**src/hw/rtl/pcb_divider.sv**
```systemverilog
// ----------------------------------------------------------------------------
// pcb_divider
// Pipelined restoring divider, one quotient bit per stage on each axis.
// ----------------------------------------------------------------------------
module pcb_divider #(
   parameter int CB = 10
) (
   input  logic               clock,
   input  logic               reset,
   input  logic               en,
   input  logic               in_valid,
   input  logic [2:0][CB-1:0] cell_i,
   input  logic [3*CB-1:0]    lcounts,
   output logic               out_valid,
   output logic [2:0][CB-1:0] cell_o,
   output logic [2:0][CB-1:0] dom,
   output logic [2:0][CB-1:0] loc
);

   logic [CB:1]                v_ff;
   logic [2:0][CB-1:0]         rem_ff [1:CB];
   logic [2:0][CB-1:0]         quo_ff [1:CB];
   logic [2:0][CB-1:0]         cel_ff [1:CB];

   genvar s;
   generate
      for (s = 0; s < CB; s++) begin : g_stage
         logic               vs;
         logic [2:0][CB-1:0] rs, qs, cs, rn, qn;
         if (s == 0) begin : g_first
            assign vs = in_valid;
            assign rs = '0;
            assign qs = '0;
            assign cs = cell_i;
         end else begin : g_next
            assign vs = v_ff[s];
            assign rs = rem_ff[s];
            assign qs = quo_ff[s];
            assign cs = cel_ff[s];
         end
         always_comb begin
            logic [CB:0]   trial;
            logic [CB-1:0] d;
            for (int a = 0; a < 3; a++) begin
               d = lcounts[a*CB +: CB];
               trial = {rs[a], cs[a][CB-1-s]};
               if (trial >= {1'b0, d}) begin
                  rn[a] = CB'(trial - {1'b0, d});
                  qn[a] = {qs[a][CB-2:0], 1'b1};
               end else begin
                  rn[a] = trial[CB-1:0];
                  qn[a] = {qs[a][CB-2:0], 1'b0};
               end
            end
         end
         always_ff @(posedge clock) begin
            if (reset) begin
               v_ff[s+1] <= 1'b0;
            end else if (en) begin
               v_ff[s+1] <= vs;
            end
         end
         always_ff @(posedge clock) begin
            if (en) begin
               rem_ff[s+1] <= rn;
               quo_ff[s+1] <= qn;
               cel_ff[s+1] <= cs;
            end
         end
      end
   endgenerate

   always_comb begin
      for (int a = 0; a < 3; a++) begin
         if (lcounts[a*CB +: CB] == '0) begin
            dom[a] = '0;
            loc[a] = cel_ff[CB][a];
         end else begin
            dom[a] = quo_ff[CB][a];
            loc[a] = rem_ff[CB][a];
         end
      end
   end

   assign out_valid = v_ff[CB];
   assign cell_o    = cel_ff[CB];

endmodule

```
**config.mk**
```make
export PLATFORM = sky130hd
export DESIGN_NAME = pcb_divider
export DESIGN_NICKNAME = d
export VERILOG_FILES = /design/src/hw/rtl/pcb_divider.sv
export SDC_FILE = /design/constraint.sdc
export NUM_CORES = 1
export LEC_CHECK = 0
export BUFFER_PORTS_ARGS = -buffer_cell sky130_fd_sc_hd__buf_2
export CORE_MARGIN = 8
export CORE_UTILIZATION = 65
export CTS_BUF_LIST = sky130_fd_sc_hd__clkbuf_2 sky130_fd_sc_hd__clkbuf_4 sky130_fd_sc_hd__clkbuf_8
export CTS_CLUSTER_SIZE = 20
export DETAILED_ROUTE_END_ITERATION = 16
export GPL_ROUTABILITY_DRIVEN = 0
export PLACE_DENSITY = 0.83
export SYNTH_ARGS = -nofsm -noshare
export SYNTH_HDL_FRONTEND = slang
export SYNTH_SLANG_ARGS = --single-unit
export TNS_END_PERCENT = 50
```
**constraint.sdc**
```tcl
create_clock -name clock -period 4.29 [get_ports clock]
set_input_delay 0.858 -clock clock [delete_from_list [all_inputs] [get_ports clock]]
set_output_delay 0.858 -clock clock [all_outputs]
set_load 0.02 [all_outputs]
```
# == After elaboration in Yosys (flattened, before gate mapping) ==
# Memory sizes are Yosys's and may differ from the RTL's.
# Cells that the tools add are included.
# W data, S select, Z words.
# op_classes
mux,68
n_lt_le_gt_ge,30
n_eq_ne,0
bitwise_logic,0
reduce_logical,3
n_mul,0
n_shift,0
n_div,0
add_sub_neg,30
# op_table
operator,count
$mux W10,36
$ge A11 B10 Y1,27
$sub A10 B10 Y10,27
$mux W1,32
$ge A1 B10 Y1,3
$logic_not A10 Y1,3
$sub A1 B10 Y10,3
# word_totals
n_memories,3
ramBits,900
latchBits,0
ff_bits,10
rom_bits,0
input_bits,64
elab_cells,144
out_inout_bits,91
# mem_list
name,depth,word_bits,rd,rd_ports_with_merged_regs,write_ports,line_no,text
cel_ff,10,30,10,0,10,23,logic [2:0][CB-1:0] cel_ff [1:CB];
quo_ff,10,30,10,0,10,22,logic [2:0][CB-1:0] quo_ff [1:CB];
rem_ff,10,30,10,0,10,21,logic [2:0][CB-1:0] rem_ff [1:CB];

# == Depth between registers and ports, before layout ==
# An unclocked memory read counts as a cell.
# depth
ltp_word,3
depth_mapped,10
depth_no_buf,10

# == Worst setup path before layout ==
# Ideal clock, no wire load.
# synth_timing
path_type,input to register
start,input port lcounts[21]
end,"register, netlist name rem_ff[0][141]"
n_path_buf,1
setup_slack_ps,909
arrival_time_ps,3121
setup_ps,260
path_stages,9
path_cell_list,inv_1 -> ha_1 -> nand3b_1 -> nand2_1 -> a21oi_2 -> a21oi_1 -> or4_4 -> buf_6 -> mux2_4
# synth_rtl
element,line_no,text
"start, declared",13,"input logic [3*CB-1:0] lcounts,"

==> results_dict.tcl <==
set metrics [dict create \
    path_common_cell "buf_2" \
    timing.rr.start "cel_ff[0][174]" \
    grt_pass1_vias 24180 \
    ios 155 \
    synth_async_sr_flop_share_pct 0 \
    synth_edf_count 765 \
    critPathKind "input pin to output port" \
    synthCells 2772 \
    cp.arrival_ns 2.88 \
    comb_power_share_pct 38.1 \
    initial_utilization_pct 65.84 \
    drc 0 \
    fp.dieH_microns 263.3 \
    synth.most_common_cell "edfxtp_1" \
    cts_hold_buffers 0 \
    max_cap_viol_count 0 \
    worstMarginPinSlew_ns 0.9141 \
    clk_path_buf_depth 3 \
    vdd_drop_max_mv 0.3295 \
    synth_top_area_share_pct 57.81 \
    die-area_sq_um 69310 \
    syn-num-nets 3139 \
    whs_path_depth 1 \
    crit_family "simple AND/OR/NAND/NOR gates" \
    detail-route-antenna-nets 0 \
    grt_setup_unrepaired "no" \
    ys.flop_type "edfxtp_1" \
    fp-row-count 90 \
    ys_seq_area_share_pct 58.31 \
    cts_max_level 3 \
    grt.overflow.total 0 \
    p_clk_share_pct 21.3 \
    p_per_area_nw_per_um2 633.8 \
    grtUsageTotal_pct 21.73 \
    fin_crit_sh_pct 87.15 \
    cp-startpoint "lcounts[22]" \
    p_int_mw 18.87 \
    hold_end "cel_ff[0][40]" \
    finalSetupViolCount 0 \
    crit_slowest_cell "or3_1" \
    drt_iter0_drc 1363 \
    yosysTopAreaCell "edfxtp_1" \
    cts_resized 0 \
    root_buffer "clkbuf_8" \
    synth_commonest_cells "edfxtp_1 (765), ha_1 (276), mux2_4 (176), nor2_1 (174), a21oi_1 (152)" \
    clk_pin_slew_ns 0.06 \
    outcome "complete, no violations" \
    numCtsBuffers 120 \
    antenna_found_initial 1 \
    port-buffer-count 154 \
    crit_fanout 20 \
    p_sw_mw 8.777 \
    fin_nets 3379 \
    required_ns 3.43 \
    reg2regPathDepth 10 \
    wire_per_inst_microns 19.75 \
    chipWidth_microns 263.3 \
    cp_num_cells 6 \
    r2r_setup_slack_ns 1.55 \
    cts_tree "built" \
    cp-start-kind "input pin" \
    ys_seq_elements 775 \
    worstPathCellList "buf_2 -> nor2_1 -> nand4_1 -> or3_1 -> mux2_2 -> buf_2" \
    seq_power_share_pct 40.6 \
    fmax_ghz 0.2675 \
    cts.sinks 775 \
    hold_violations 0 \
    num_vias 23350 \
    viasPerCell 6.003 \
    synth_area_leaders "edfxtp_1 (58%), ha_1 (8.7%), mux2_4 (6.6%)" \
    routed_wl_microns 76840 \
    p_sw_share_pct 31.75 \
    core_sq_um 60360 \
    grt_pass1_wl_microns 122200 \
    dr.pass1.iters 5 \
    clock_latency_ns 0.74 \
    area_growth_pct 9.767 \
    final.min_clock_period_ns 3.739 \
    slew_viol_final 0 \
    netlist_area_sq_um 39740 \
    grt_max_degree 91 \
    postSynthAreaPerCell_sq_um 14.34 \
    min-delay-start "cell_i[10]" \
    cts_setup_buffers 0 \
    yosysWarnings 0 \
    yosysUniqueCellTypes 56 \
    r2r-end "rem_ff[0][208]" \
    finalClockSkew_ns 0.04405 \
    hp-class "input pin to register" \
    cp_slowest_stage_delay_ns 0.71 \
    hpwl_microns 54770 \
    slew_headroom_pct 39.06 \
    endpoint_kind "output port" \
    fin_tns_setup_ns 0 \
    layout-drive-gt1-share_pct 22.83 \
    whs_ns 0.2991 \
    p_leak_nw 17.30 \
    path_buf_inv 2 \
]
==> cell usage in the layout, fill, tap and decap left out, types with 73 or more instances in the layout <==
cell type	instances
nand2_1	111
ha_1	276
a21oi_1	152
buf_2	153
nor2_1	174
edfxtp_1	765
xnor2_1	112
mux2_2	73
mux2_4	176
inv_1	141
xor2_1	84
clkbuf_8	120
==> per-layer routing <==
metal	wire length [microns]	GRT usage (%)	vias up
li1	-	-	11020
met1	31890	26.85	11400
met2	38250	38.04	765
met3	4505	3.869	167
met4	2199	8.102	0
met5	0	0	-
==> sequential cells by signal, indices dropped and copies added, names as in the netlist <==
register / cells
out_valid: 1
cel_ff: 300
rem_ff: 300
quo_ff: 165
g_stage.vs: 9
==> worst reg2reg max path: cells and delay by family, from the launching register on <==
| kind | cells | cell delay, ns |
|---|---|---|
| flip-flops | 1 | 0.41 |
| multiplexers | 1 | 0.28 |
| AO/OA/AOI/OAI | 3 | 0.88 |
| adder cells (fa/ha/maj) | 2 | 0.58 |
| buffers and inverters | 2 | 0.16 |
| XOR/XNOR | 1 | 0.13 |
| AND/OR/NAND/NOR | 1 | 0.07 |
==> cell type report <==
cell class,instances,area (sq um)
sequential,775,23170
fill,3735,16740
multi-input combinational,1787,15490
clock buffer,147,1854
timing repair buffer,187,1154
tap,782,978.4
inverter,141,529.3
clock inverter,69,441.7
antenna,2,5.005
==> power by group through the flow <==
stage / clock network [mW] / logic (mW) / registers (mW)
5_1_grt: 6.35 / 11.4 / 11.4
6_report: 5.88 / 10.5 / 11.2
2_1_floorplan: 0 / 8.65 / 11.0
3_5_place_dp: 0 / 10.4 / 11.4
3_3_place_gp: 0 / 9.87 / 11.3
4_1_cts: 6.04 / 10.5 / 11.2
==> how the worst max path moves through the flow <==
stage                endpoint
6_report              loc[25]
5_1_grt               loc[20]
4_1_cts               loc[25]
3_5_place_dp          loc[25]
3_3_place_gp          loc[20]
2_1_floorplan  rem_ff[0][141]
==> through the flow <==
stage	worst slack, ns	cells	power (mW)	cell area, sq um	utilization [%]
floorplan	0.9086	2772	19.66	39740	-
global placement	0.5902	3672	21.17	41320	68.46
detailed placement	0.5547	3672	21.76	41320	68.46
CTS	0.5505	3888	27.74	43620	72.26
global route	0.4302	3890	29.14	43620	72.27
finish	0.5511	3890	27.65	43620	72.27
==> kinds of logic (layout without fill, tap and decap cells) <==
family / Yosys count / count (layout) / share of synthesized area, %
flops: 775 / 775 / 58.31
xor+xnor: 196 / 196 / 4.320
simple gates: 538 / 538 / 7.050
mux: 286 / 286 / 9.650
fa+ha+maj: 303 / 303 / 10.05
buf+inv: 210 / 544 / 2.720
other cells: 0 / 2 / 0
compound gates: 464 / 464 / 7.900
Note: power is estimated with default switching activity, not from simulation.
