==> config.mk <==
export PLATFORM = sky130hd
export DESIGN_NAME = pcb_index_stage
export DESIGN_NICKNAME = d
export VERILOG_FILES = /design/src/hw/rtl/pcb_pkg.sv /design/src/hw/rtl/pcb_index_stage.sv
export SDC_FILE = /design/constraint.sdc
export NUM_CORES = 2
export LEC_CHECK = 0
export BUFFER_PORTS_ARGS = -buffer_cell sky130_fd_sc_hd__buf_2
export CORE_ASPECT_RATIO = 1.25
export CORE_MARGIN = 1.5
export CORE_UTILIZATION = 63
export DETAILED_ROUTE_END_ITERATION = 10
export PLACE_DENSITY = 0.88
export SLEW_MARGIN = 30
export SYNTH_ARGS = -nofsm -noshare
export SYNTH_HDL_FRONTEND = slang
export SYNTH_SLANG_ARGS = --single-unit
==> constraint.sdc <==
create_clock -name clock -period 7.25 [get_ports clock]
set_input_delay 0 -clock clock [delete_from_list [all_inputs] [get_ports clock]]
set_output_delay 0 -clock clock [all_outputs]
set_load 0.03 [all_outputs]
==> src/hw/rtl/pcb_pkg.sv <==
// ----------------------------------------------------------------------------
// pcb_pkg
// Shared constants for the particle cell binning pipeline.
// ----------------------------------------------------------------------------
package pcb_pkg;

   localparam int POS_BITS       = 32;
   localparam int COEF_BITS      = 21;
   localparam int FRAC_SHIFT     = 36;
   localparam int ROW_BITS       = 63;
   localparam int CELL_OUT_BITS  = 10;
   localparam int RANK_OUT_BITS  = 10;
   localparam int IDX_BITS       = 20;
   localparam int CSR_ADDR_BITS  = 3;

   localparam logic [IDX_BITS-1:0] IDX_MAX = '1;

   typedef enum logic [CSR_ADDR_BITS-1:0] {
      CSR_ROW_A    = 3'd0,
      CSR_ROW_B    = 3'd1,
      CSR_ROW_C    = 3'd2,
      CSR_GLOBAL   = 3'd3,
      CSR_LOCAL    = 3'd4,
      CSR_DOMAINS  = 3'd5
   } csr_addr_type;

endpackage

==> src/hw/rtl/pcb_index_stage.sv <==
// ----------------------------------------------------------------------------
// pcb_index_stage
// Forms domain rank and local cell index, with overflow and saturation.
// ----------------------------------------------------------------------------
module pcb_index_stage #(
   parameter int CB          = 10,
   parameter int MAX_DOMAINS = 1024
) (
   input  logic                                  clock,
   input  logic                                  reset,
   input  logic                                  en,
   input  logic                                  in_valid,
   input  logic [2:0][CB-1:0]                    cell_i,
   input  logic [2:0][CB-1:0]                    dom,
   input  logic [2:0][CB-1:0]                    loc,
   input  logic [3*CB-1:0]                       lcounts,
   input  logic [3*CB-1:0]                       dcounts,
   output logic                                  out_valid,
   output logic [2:0][pcb_pkg::CELL_OUT_BITS-1:0] cell_o,
   output logic [pcb_pkg::RANK_OUT_BITS-1:0]     rank,
   output logic [pcb_pkg::IDX_BITS-1:0]          idx,
   output logic                                  err
);

   localparam int W2 = 2 * CB;
   localparam int W3 = 3 * CB;

   logic [3:0]                  v_ff;
   logic [2:0][CB-1:0]          c1_ff, c2_ff, c3_ff;
   logic [2:0]                  e_ff;
   logic [CB-1:0]               d0_1_ff, d0_2_ff, d0_3_ff, d1_1_ff, l0_1_ff, l0_2_ff, l2_1_ff;
   logic [W2-1:0]               m1_ff, ynx_1_ff, ynx_2_ff, nxy_ff;
   logic [W2:0]                 t_ff;
   logic [W3-1:0]               zp_ff;
   logic [W3:0]                 rx_ff, is_ff;
   logic [W3+1:0]               rsum;
   logic                        over;
   logic [pcb_pkg::RANK_OUT_BITS-1:0] rank_ff;
   logic [pcb_pkg::IDX_BITS-1:0]      idx_ff;
   logic                        err_ff;
   logic [CB-1:0]               nx, ny, nz, dx, dy;

   assign nx = lcounts[0 +: CB];
   assign ny = lcounts[CB +: CB];
   assign nz = lcounts[2*CB +: CB];
   assign dx = dcounts[0 +: CB];
   assign dy = dcounts[CB +: CB];

   assign rsum = (W3+2)'(d0_3_ff) + (W3+2)'(rx_ff);
   assign over = 64'(rsum) >= 64'(MAX_DOMAINS);

   always_ff @(posedge clock) begin
      if (reset) begin
         v_ff <= '0;
      end else if (en) begin
         v_ff <= {v_ff[2:0], in_valid};
      end
   end

   always_ff @(posedge clock) begin
      if (en) begin
         c1_ff    <= cell_i;
         e_ff[0]  <= (nx == '0) || (ny == '0) || (nz == '0);
         m1_ff    <= W2'(dy) * W2'(dom[2]);
         ynx_1_ff <= W2'(loc[1]) * W2'(nx);
         nxy_ff   <= W2'(nx) * W2'(ny);
         d0_1_ff  <= dom[0];
         d1_1_ff  <= dom[1];
         l0_1_ff  <= loc[0];
         l2_1_ff  <= loc[2];

         c2_ff    <= c1_ff;
         e_ff[1]  <= e_ff[0];
         t_ff     <= (W2+1)'(d1_1_ff) + (W2+1)'(m1_ff);
         zp_ff    <= W3'(l2_1_ff) * W3'(nxy_ff);
         ynx_2_ff <= ynx_1_ff;
         d0_2_ff  <= d0_1_ff;
         l0_2_ff  <= l0_1_ff;

         c3_ff    <= c2_ff;
         e_ff[2]  <= e_ff[1];
         rx_ff    <= (W3+1)'(W3'(dx) * W3'(t_ff));
         is_ff    <= (W3+1)'(l0_2_ff) + (W3+1)'(ynx_2_ff) + (W3+1)'(zp_ff);
         d0_3_ff  <= d0_2_ff;

         for (int a = 0; a < 3; a++) begin
            cell_o[a] <= pcb_pkg::CELL_OUT_BITS'(c3_ff[a]);
         end
         rank_ff <= over ? '0 : pcb_pkg::RANK_OUT_BITS'(rsum);
         idx_ff  <= (64'(is_ff) > 64'(pcb_pkg::IDX_MAX)) ? pcb_pkg::IDX_MAX
                                                         : pcb_pkg::IDX_BITS'(is_ff);
         err_ff  <= e_ff[2] || over;
      end
   end

   assign out_valid = v_ff[3];
   assign rank      = rank_ff;
   assign idx       = idx_ff;
   assign err       = err_ff;

endmodule

# Yosys cells after proc, flatten, opt, wreduce, memory -nomap -nowiden
# Index checks and enable logic that the tools add are counted.
# totals
input_bits	154
out_inout_bits	62
register_bits	421
# op_classes
order_cmp	2
n_mul	5
reduce_logical	6
add_sub_neg	4
# op_table
operator	n
multiplier 10 x 10 -> 20 bit	3
adder 10 x 20 -> 21 bit	2
adder 10 x 31 -> 32 bit	1
greater-or-equal comparator 32 x 11 -> 1 bit, second input constant	1
adder 21 x 30 -> 31 bit	1
greater-than comparator 31 x 20 -> 1 bit, second input constant	1
multiplier 10 x 21 -> 31 bit	1
logical NOT 10 bit	3
multiplier 10 x 20 -> 30 bit	1
logical OR 1 bit	3

# Logic depth before layout (Yosys ltp)
# depth
word_depth	3
mapped_depth	22
ltp_nobuf	21

# Worst setup path before layout
# Ideal clock, no wire load.
# synth_path
path_kind	register to register
from	reg l2_1_ff[3]
to	reg zp_ff[19] (data pin)
arrival_ns	5.532
stages_incl_launch_ff	22
period_less_slack_ns	5.790
required_ns	6.992
slack_ns	1.460
n_path_buf	1
cell_sequence	edfxtp_1 -> clkbuf_1 -> nand2_1 -> fa_1 -> inv_1 -> fa_1 -> inv_1 -> fa_1 -> inv_1 -> fa_1 -> inv_1 -> fa_1 -> inv_1 -> ha_1 -> a2111oi_0 -> o21ai_1 -> a41oi_1 -> o21ai_1 -> or3_1 -> a21o_1 -> a21oi_1 -> xnor2_1
# synth_between
elab_chain_cells	1
# synth_rtl
element	line	text
start: declaration	pcb_index_stage.sv:31	logic [CB-1:0] d0_1_ff, d0_2_ff, d0_3_ff, d1_1_ff, l0_1_ff, l0_2_ff, l2_1_ff;
start signal: assignment	pcb_index_stage.sv:70	l2_1_ff <= loc[2];
multiplier 10 x 20 -> 30 bit	pcb_index_stage.sv:75	zp_ff <= W3'(l2_1_ff) * W3'(nxy_ff);
end signal: assignment	pcb_index_stage.sv:75	
end: declaration	pcb_index_stage.sv:34	logic [W3-1:0] zp_ff;
# Every way passes these cells.
# A chain may end at the register's enable or synchronous reset.

# Worst setup path in the final report
# layout_path
from	reg l2_1_ff[6]
to	reg zp_ff[19] (data pin)
# The elaborated chain is that of the path after synthesis.

==> results_dict.tcl <==
set metrics [dict create \
    grt_remaining_overflow 0 \
    core.rowCount 100 \
    dp.final_hpwl_um 57100 \
    status "completed" \
    synthCells 3481 \
    netlist-cell-type-count 71 \
    fin_area_um2 41900 \
    grt_start_max_net_pins 180 \
    totalWireLength_um 75900 \
    area_growth_syn_to_layout_pct 9.99 \
    synth_top_area_share_pct 32.8 \
    yosys_register_bits 421 \
    die_w_um 223 \
    detail_route.wl_per_cell_um 16.9 \
    clock_sinks 421 \
    place.port_buffers 205 \
    skew_ns 0.0337 \
    category_of_the_critical_setup_timing_path "reg -> reg" \
    place_area_um2 39700 \
    routed-via-count 24998 \
    final_max_slew_viol_count 0 \
    critPathTopFamily "adder cells" \
    crit_required_ns 7.56 \
    netlist_area_um2 38100 \
    synthDominantAreaCellType "sky130_fd_sc_hd__edfxtp_1" \
    gp_routability_congestion 0.897 \
    cpMaxStageDelayCell "sky130_fd_sc_hd__edfxtp_1" \
    grt_first_pass_wirelength_um 127000 \
    synthTopCellsByArea "sky130_fd_sc_hd__edfxtp_1 (33%), sky130_fd_sc_hd__fa_1 (26%), sky130_fd_sc_hd__ha_1 (11%), sky130_fd_sc_hd__and2_1 (5.6%), sky130_fd_sc_hd__inv_1 (5.5%)" \
    critical_path.n_buffers_inverters 4 \
    max_slew.worst_pin.slew_ns 0.944 \
    max_clock_freq_mhz 156 \
    count_of_inserted_antenna_diode_cells 0 \
    clk_latency_worst_skew_pair_ns 0.57 \
    finalSetupTns_ns 0 \
    worstPathCellList "and2_1, fa_1, fa_1, inv_1, fa_1, inv_1, fa_1, inv_1, fa_1, inv_1, ha_1, a2111oi_0, o21ai_1, a41oi_1, o21ai_1, or3_1, a21o_1, a21oi_1, xnor2_1" \
    dp_slack_ns 0.902 \
    share_of_the_cycle_needed_by_the_critical_path_after_routing_pct 88.2 \
    cts_tree "yes" \
    clk_pin_slew_worst_paths_ns 0.06 \
    remaining_drc_errors 0 \
    antenna_found_initial 2 \
    worst_path_most_repeated_cell "sky130_fd_sc_hd__fa_1" \
    rsz0062_at_grt "false" \
    fraction_of_the_core_area_covered_by_cells_at_the_end_of_the_flow_pct 70.3 \
    peak_per_stage_delay_on_the_critical_path_ns 0.63 \
    critical_path_arrival_ns 6.71 \
    synth_edf_count 417 \
    clock_tree.htree_level_count 2 \
    postSynthAreaPerCell_um2 11.0 \
    synth.yosys.warnings 0 \
    tritoncts.num_buffers 40 \
    postCtsSetupRepairBufs 0 \
    worstSetupEndpointType "flop" \
    io_pins 216 \
    holdCritPathClass "in -> reg" \
    core_um2 59700 \
    slew_headroom_pct 37.1 \
    fin_nets 4675 \
    initialDrtViolationCount 1476 \
    drt_pass1_iterations 5 \
    die_height_um 278 \
    syn_nets 4472 \
    critical_path.max_fanout 20 \
    grt_pass1_vias 26351 \
    initial_utilization_pct 63.9 \
    kind_of_start_point_of_the_critical_path "flop" \
    final_critical_path_setup_slack_ns 0.855 \
    synth-seq-area-share_pct 33.1 \
    asyncSetResetFlopFracSynth_pct 0 \
    global_route.usage.total_pct 25.1 \
    synth-main-ff-cell "sky130_fd_sc_hd__edfxtp_1" \
    final-setup-viol-count 0 \
    timing.final.crit_period_ns 6.40 \
    share_of_cells_above_drive_strength_1_pct 8.58 \
    die_outline_area_um2 62000 \
    drv.max_cap_violation_count 0 \
    hold_viol 0 \
    root_buffer "sky130_fd_sc_hd__clkbuf_16" \
    post_drt_via_cell_ratio 5.58 \
    antenna_left 0 \
    filler_cell_count 4012 \
    clk_path_buf_depth 3 \
]
-- cell type report --
cell class              count  area (um^2)  area share [%]
inverters                 561         2110            5.02
multi-input cells        2364        22900            54.6
clock buffers              47         1030            2.45
clock inverters            27          394           0.940
flip-flops and latches    421        12600            30.0
repair buffers            296         1940            4.62
well taps                 765          957            2.28
-- kinds of logic (layout without fill, tap and decap cells) --
logic type	count (synthesis)	in the layout	share of synthesized area (%)
flip-flops	421	421	33.1
adder cells (fa/ha/maj)	837	837	37.1
AND/OR/NAND/NOR	1036	1036	13.5
AO/OA/AOI/OAI	328	328	5.70
XOR/XNOR	153	153	3.51
buffers and inverters	696	931	6.85
multiplexers	10	10	0.269
-- path summary, 6_finish.rpt --
| path | cells after the start | start | slack, ns | to |
|---|---|---|---|---|
| hold reg to reg | 0 | c1_ff[16]$_DFFE_PP_ | 0.41 | c2_ff[16]$_DFFE_PP_ |
| hold / removal | 3 | loc[11] | 0.02 | ynx_1_ff[1]$_DFFE_PP_ |
| setup reg to reg | 19 | l2_1_ff[6]$_DFFE_PP_ | 0.85 | zp_ff[19]$_DFFE_PP_ |
| setup / recovery | 19 | l2_1_ff[6]$_DFFE_PP_ | 0.85 | zp_ff[19]$_DFFE_PP_ |
-- flip-flops by register name, summed over array words and instances, names as in the netlist, 21 cells and up --
signal and count:
is_ff 31, rx_ff 31, c1_ff 30, c2_ff 30, c3_ff 30, cell_o 30
zp_ff 30, t_ff 21
-- worst min-delay path: cells and delay by family --
family	cells	cell delay (ns)
simple gates	1	0.16
buf+inv	1	0.20
fa+ha+maj	1	0.13
-- through the flow --
stage	instances	hold slack, ns
floorplan	3481	0.0724
global placement	4324	0.176
global route	4481	0.0304
detailed placement	4324	0.178
finish	4481	0.0207
CTS	4481	0.000634
-- routing by layer --
layer | up-vias | routed length [um] | GRT usage, %
li1 | 11590 | - | -
met1 | 12420 | 30800 | 31.8
met2 | 827 | 38700 | 45.3
met3 | 161 | 4530 | 3.19
met4 | 0 | 1870 | 7.08
met5 | - | 0 | 0
-- cell usage after synthesis (all sizes together) (14+ instances only) --
master and instances:
a21o 47, fa 491, nor3 30, nor2b 14
ha 346, a21oi 92, inv 561, nand3 30
and2 340, or2 23, edfxtp 417, and3 16
a211oi 16, o21a 21, xor2 40, nor2 77
clkbuf 134, nand2b 20, o21ai 63, nand2 446
xnor2 113
-- cells in the final DEF (no fill, tap or decap), types with 8 or more instances in the layout --
| master | synthesis | routed |
|---|---|---|
| sky130_fd_sc_hd__buf_2 | 1 | 204 |
| sky130_fd_sc_hd__a21o_1 | 47 | 47 |
| sky130_fd_sc_hd__o21ai_1 | 9 | 9 |
| sky130_fd_sc_hd__nor2b_1 | 14 | 14 |
| sky130_fd_sc_hd__o21ai_0 | 53 | 53 |
| sky130_fd_sc_hd__a211oi_1 | 16 | 16 |
| sky130_fd_sc_hd__nor3_1 | 30 | 30 |
| sky130_fd_sc_hd__and3_1 | 16 | 16 |
| sky130_fd_sc_hd__or3_1 | 9 | 9 |
| sky130_fd_sc_hd__a31oi_1 | 11 | 11 |
| sky130_fd_sc_hd__xnor2_1 | 113 | 113 |
| sky130_fd_sc_hd__ha_1 | 346 | 346 |
| sky130_fd_sc_hd__a21oi_1 | 90 | 90 |
| sky130_fd_sc_hd__or2_2 | 23 | 23 |
| sky130_fd_sc_hd__nand2_1 | 445 | 445 |
| sky130_fd_sc_hd__clkbuf_16 | 0 | 40 |
| sky130_fd_sc_hd__o21a_1 | 21 | 21 |
| sky130_fd_sc_hd__dlygate4sd3_1 | 0 | 83 |
| sky130_fd_sc_hd__nand4_1 | 10 | 10 |
| sky130_fd_sc_hd__mux2i_1 | 8 | 8 |
| sky130_fd_sc_hd__nand2b_1 | 20 | 20 |
| sky130_fd_sc_hd__edfxtp_1 | 417 | 417 |
| sky130_fd_sc_hd__o21bai_1 | 13 | 13 |
| sky130_fd_sc_hd__xor2_1 | 40 | 40 |
| sky130_fd_sc_hd__inv_1 | 561 | 561 |
| sky130_fd_sc_hd__nand3_1 | 30 | 30 |
| sky130_fd_sc_hd__nor2_1 | 77 | 77 |
| sky130_fd_sc_hd__fa_1 | 491 | 491 |
| sky130_fd_sc_hd__and2_1 | 339 | 339 |
-- timing repair --
| item | 4_1_cts | 5_1_grt |
|---|---|---|
| hold endpoints to repair | 166 | 0 |
| gates resized for setup | 0 | 0 |
| hold buffers | 83 | 0 |
Power is left out: the tool's default activity adds up to more than one toggle a clock period on the data nets, which glitch-free logic cannot reach.
